### src/rtl/usdc_pkg.sv
package usdc_pkg;

  // table size default
  localparam int unsigned USDC_TABLE_ENTRIES = 64;

  // field widths
  localparam int unsigned USDC_CMD_W  = 2;
  localparam int unsigned USDC_SLOT_W = 6;
  localparam int unsigned USDC_ADDR_W = 32;
  localparam int unsigned USDC_PORT_W = 16;
  localparam int unsigned USDC_ETYP_W = 16;
  localparam int unsigned USDC_PROT_W = 8;
  localparam int unsigned USDC_TIER_W = 2;
  localparam int unsigned USDC_VERD_W = 3;

  // protocol constants
  localparam logic [USDC_ETYP_W-1:0] ETYPE_IPV4 = 16'h0800;
  localparam logic [USDC_ETYP_W-1:0] ETYPE_VLAN = 16'h8100;
  localparam logic [USDC_PROT_W-1:0] PROTO_UDP  = 8'd17;
  localparam logic [USDC_ADDR_W-1:0] ADDR_ANY   = 32'd0;
  localparam logic [3:0]             MCAST_NIB  = 4'hE;

  // command codes
  localparam logic [USDC_CMD_W-1:0] CMD_CLASSIFY = 2'd0;
  localparam logic [USDC_CMD_W-1:0] CMD_WRITE    = 2'd1;
  localparam logic [USDC_CMD_W-1:0] CMD_CLEAR    = 2'd2;

  // verdict codes
  localparam logic [USDC_VERD_W-1:0] V_TAKEN     = 3'd0;
  localparam logic [USDC_VERD_W-1:0] V_NOT_IPV4  = 3'd1;
  localparam logic [USDC_VERD_W-1:0] V_NOT_UDP   = 3'd2;
  localparam logic [USDC_VERD_W-1:0] V_MULTICAST = 3'd3;
  localparam logic [USDC_VERD_W-1:0] V_NO_MATCH  = 3'd4;
  localparam logic [USDC_VERD_W-1:0] V_TABLE     = 3'd5;

  // match tier codes
  localparam logic [USDC_TIER_W-1:0] TIER_NONE  = 2'd0;
  localparam logic [USDC_TIER_W-1:0] TIER_FULL  = 2'd1;
  localparam logic [USDC_TIER_W-1:0] TIER_LOCAL = 2'd2;
  localparam logic [USDC_TIER_W-1:0] TIER_PORT  = 2'd3;

  // first hit found so far in one tier
  typedef struct packed {
    logic                   hit;
    logic [USDC_SLOT_W-1:0] slot;
  } usdc_hit_t;

  // item moving down the cell chain
  typedef struct packed {
    logic [USDC_CMD_W-1:0]  cmd;
    logic [USDC_SLOT_W-1:0] slot;
    logic [USDC_ADDR_W-1:0] lcl_addr;
    logic [USDC_ADDR_W-1:0] rmt_addr;
    logic [USDC_PORT_W-1:0] lcl_port;
    logic [USDC_PORT_W-1:0] rmt_port;
    logic [USDC_VERD_W-1:0] verdict;
    usdc_hit_t              full;
    usdc_hit_t              local_only;
    usdc_hit_t              port_only;
  } usdc_token_t;

endpackage

### src/rtl/usdc_cell.sv
module usdc_cell import usdc_pkg::*; #(
  parameter int unsigned CELL_IDX = 0
) (
  input  logic        clk,
  input  logic        rst_n,
  input  logic        en,
  input  logic        tok_v_i,
  input  usdc_token_t tok_i,
  output logic        tok_v_o,
  output usdc_token_t tok_o
);

  localparam logic [USDC_SLOT_W-1:0] SLOT_ID   = USDC_SLOT_W'(CELL_IDX);
  localparam bit                     REACHABLE = CELL_IDX < (2 ** USDC_SLOT_W);

  logic                     ent_v_r;
  logic [2*USDC_ADDR_W-1:0] ent_addr_r;
  logic [2*USDC_PORT_W-1:0] ent_port_r;
  logic                     tok_v_r;
  usdc_token_t              tok_r;
  usdc_token_t              tok_nxt;

  logic                     sel;
  logic                     do_write;
  logic                     do_clear;
  logic                     lookup;
  logic                     m_full;
  logic                     m_local;
  logic                     m_port;

  // command addressed to this entry
  assign sel      = REACHABLE && tok_v_i && (tok_i.slot == SLOT_ID);
  assign do_write = sel && (tok_i.cmd == CMD_WRITE);
  assign do_clear = sel && (tok_i.cmd == CMD_CLEAR);

  // three tier compares against the stored entry
  assign lookup  = tok_v_i && (tok_i.cmd == CMD_CLASSIFY) && (tok_i.verdict == V_TAKEN)
                   && ent_v_r;
  assign m_full  = lookup
                   && (ent_addr_r == {tok_i.lcl_addr, tok_i.rmt_addr})
                   && (ent_port_r == {tok_i.lcl_port, tok_i.rmt_port});
  assign m_local = lookup
                   && (ent_addr_r == {tok_i.lcl_addr, ADDR_ANY})
                   && (ent_port_r == {tok_i.lcl_port, {USDC_PORT_W{1'b0}}});
  assign m_port  = lookup
                   && (ent_addr_r == {ADDR_ANY, ADDR_ANY})
                   && (ent_port_r == {tok_i.lcl_port, {USDC_PORT_W{1'b0}}});

  // keep the first (lowest) hit of each tier
  always_comb begin
    tok_nxt = tok_i;
    if (m_full && !tok_i.full.hit) begin
      tok_nxt.full = '{hit: 1'b1, slot: SLOT_ID};
    end
    if (m_local && !tok_i.local_only.hit) begin
      tok_nxt.local_only = '{hit: 1'b1, slot: SLOT_ID};
    end
    if (m_port && !tok_i.port_only.hit) begin
      tok_nxt.port_only = '{hit: 1'b1, slot: SLOT_ID};
    end
  end

  // control state
  always_ff @(posedge clk) begin
    if (!rst_n) begin
      ent_v_r <= 1'b0;
      tok_v_r <= 1'b0;
    end else if (en) begin
      tok_v_r <= tok_v_i;
      if (do_write) begin
        ent_v_r <= 1'b1;
      end else if (do_clear) begin
        ent_v_r <= 1'b0;
      end
    end
  end

  // entry contents and forwarded item
  always_ff @(posedge clk) begin
    if (en) begin
      tok_r <= tok_nxt;
      if (do_write) begin
        ent_addr_r <= {tok_i.lcl_addr, tok_i.rmt_addr};
        ent_port_r <= {tok_i.lcl_port, tok_i.rmt_port};
      end
    end
  end

  assign tok_v_o = tok_v_r;
  assign tok_o   = tok_r;

  // a transfer that clears this entry leaves it invalid
  a_clear_invalidates: assert property (@(posedge clk) disable iff (!rst_n)
    (en && do_clear) |=> !ent_v_r)
    else $error("entry still valid after clear");

  // a write marks the entry valid and stores the port pair of the key
  a_write_stores: assert property (@(posedge clk) disable iff (!rst_n)
    (en && do_write) |=> (ent_v_r
      && ent_port_r == {$past(tok_i.lcl_port), $past(tok_i.rmt_port)}))
    else $error("entry write lost");

  // reset leaves the entry invalid and the stage empty
  a_reset_clears: assert property (@(posedge clk)
    !rst_n |=> (!ent_v_r && !tok_v_r))
    else $error("entry or stage busy after reset");

endmodule
### config.mk
export PLATFORM = sky130hd
export DESIGN_NAME = usdc_cell
export DESIGN_NICKNAME = d
export VERILOG_FILES = /design/src/rtl/usdc_pkg.sv /design/src/rtl/usdc_cell.sv
export SDC_FILE = /design/constraint.sdc
export NUM_CORES = 1
export LEC_CHECK = 0
export BUFFER_PORTS_ARGS = -buffer_cell sky130_fd_sc_hd__buf_2
export CAP_MARGIN = 20
export CORE_UTILIZATION = 55
export DETAILED_ROUTE_END_ITERATION = 10
export GPL_TIMING_DRIVEN = 1
export PLACE_DENSITY = 0.83
export REMOVE_ABC_BUFFERS = 1
export SYNTH_ARGS = -nofsm -noshare
export SYNTH_HDL_FRONTEND = slang
export SYNTH_SLANG_ARGS = --single-unit
### constraint.sdc
create_clock -name clk -period 12.13 [get_ports clk]
set_input_delay 1.213 -clock clk [delete_from_list [all_inputs] [get_ports clk]]
set_output_delay 1.213 -clock clk [all_outputs]
set_load 0.05 [all_outputs]
==> results.md <==
* Count leader, synth: edfxtp_1
* # H-tree levels at 1
* Iter 0 DRT Violations at approximately 340
* CTS Root Cell: clkbuf_16
* Post-route ant nets at 0
* Worst slew margin at 0.406
* Post-route DRC at 0
* Via density at 5.46
* Number of enable flip-flop cells after synthesis at around 220
* Lkg Pwr at 4.04 nW
* Die H at 125 um
* Synth Instances at 424
* Clk sinks at 226
* Clock power share at 0.379
* Startpoint types: primary input
* Area leader, netlist: edfxtp_1
* Post-synth top flop: edfxtp_1
* First-pass detailed-route iteration total at 4
* DIE AREA at 15500 um2
* Grt ovf at 0
* Final-stage net count at 843
* Footprint of the multi-input gates at 1510 um2
* Via total after detailed routing at 4981
* Vias in the first global route at 5173
* #FFs+latches synth at about 230
* Worst Tran Pin Value at 892 ps
* Maximum VDD drop at 0.139 mV
* CTS buffer count at 22
* PostCTS Resize Cnt at 0
* Max Cap Violations at 0
* Synth warn at 0
* Crit Path Category: primary input to flop
* Cell internal pwr at approximately 1.4 mW
* Overall Global Routing Usage at 0.229
* RSZ-0062 raised after global routing: false
* Layout cells sized above 1 at 0.414
* I/O pin cnt at between 200 and 300
* WL final at around 18000 um
* Hpwl dp at approximately 13000 um
* Comb pwr share at 0.121
* Mapped Avg Cell Area at 19.5 um2
* Outcome: complete, no violations
* First-pass GRT wire length at 27300 um
* Cell Rows at 44
* P&R area growth vs syn at 28.1%
* Final-report hold violation count at 0
* Arrival time at the worst endpoint at approximately 3500 ps
* Top post-synthesis cells by count: edfxtp_1, xor2_1, nor4_1
* Hold WS at 506 ps
* Initial core utilization at 0.567
* PD cells at between 150 and 200 nW/um2
* Min-Delay Path Class: flop to flop
* Postcts setup bufs at 0
* Fmax at 299 MHz
* CTS tree: built
* Synthesized area at 8270 um2
* Maximum clock path buffer count at 3
* Top cell type's share of synthesized area at 0.813
* Largest net degree at the start of global routing at 97
* Hold buffer count at CTS at 0
* Nature of the critical path endpoint: flop
* Fillcell total at 876
* FFs w/ async S/R, synth at 0
* Netlist cell types at 25
* R2R Setup Slk at 9760 ps
* CORE AREA at about 15000 um2
* Fin crit period at about 3300 ps
* Initial antenna violation count at 3
* Fin. max-slew vios at 0
* WL/cell at 19.6 um
* CP max FO at 73
* Seq pwr share at 0.500
* Gpl congestion at 0.828
* Post-route setup TNS at 0 ps
* Register area at 6770 um2
* Switching Fraction at 0.252
* Psw at about 0.46 mW
* Final Setup Violations at 0
* Reg clk slew, reported paths at approximately 60 ps
* WP data required at 12280 ps
* Die W at about 120 um
* Buffers on Ports at 260
* Clock Latency Late Sink at ~500 ps
* Seq/Total Area, Yosys at 0.818
* Top area cells in the synthesized netlist: edfxtp_1, xor2_1, nor4_1
* Clock skew at 18.1 ps
* Tcrit/Tclk final at 0.276
-- layer usage --
layer	part of all wire	GRT usage
met2	0.52	0.408
met4	0.027	0.0631
met1	0.37	0.276
met3	0.084	0.0571
met5	0.0015	0
-- sequential cells by signal (all words and copies together), names as in the netlist --
name	flops
tok_v_o	1
ent_v_r	1
tok_o	128
ent_addr_r	64
ent_port_r	32
-- cell type report --
cell class              instances  area share
clock inverters                14      0.0139
well taps                     184      0.0217
diodes                          1    0.000236
inverters                       1    0.000354
clock buffers                  26      0.0554
repair buffers                263       0.127
multi-input cells             197       0.143
flip-flops and latches        226       0.639
-- layout by cell type (no fill, tap or decap), types with 5 or more instances in the layout --
cell type	instances
buf_2	259
xnor2_1	20
nor3_1	5
edfxtp_1	224
clkbuf_16	23
nand4_1	16
and2_1	6
clkinv_2	6
nor4_1	38
xor2_1	76
a21boi_0	13
-- path summary, 6_finish.rpt --
check        cells past startpoint                     start                        to
min reg2reg                      2      tok_v_o$_SDFFE_PN0P_      tok_v_o$_SDFFE_PN0P_
min                              2      tok_v_o$_SDFFE_PN0P_      tok_v_o$_SDFFE_PN0P_
max reg2reg                      5  ent_addr_r[29]$_DFFE_PP_   tok_o[10]$_SDFFCE_PP0P_
max                              7                        en  ent_addr_r[32]$_DFFE_PP_
-- metrics by stage --
step                       util  std cells  power, mW  cell area (um2)  setup WS, ps
after floorplan               -        424       1.06             8270          5400
after global placement    0.674        870       1.14             9830          8220
after detailed placement  0.674        870       1.14             9830          8020
after CTS                 0.724        910       1.82            10600          8540
after global routing      0.726        911       1.86            10600          8650
final                     0.726        912       1.81            10600          8780
-- power by group through the flow --
stage               clock (mW)  combinational, mW  sequential (mW)
detailed placement           0              0.221            0.923
global placement             0              0.217            0.922
floorplan                    0             0.0158             1.05
CTS                      0.696              0.221            0.907
finish                   0.687              0.220            0.906
global route             0.726              0.228            0.909
-- kinds of logic (layout without fill, tap and decap cells) --
family | count (synthesis) | count (layout) | share of synthesized area
flops | 226 | 226 | 0.818
compound gates | 16 | 16 | 0.0144
simple gates | 85 | 85 | 0.0658
other cells | 0 | 1 | 0
buf+inv | 1 | 304 | 0.000453
xor+xnor | 96 | 96 | 0.102
-- worst max-delay path, cell delays in order --
cell and delay, ps:
buf_4 630, nand2_1 160, nor4_1 390, nand2_1 170, nor2_4 100, buf_4 330
buf_16 350
(Power assumes the default switching activity.)
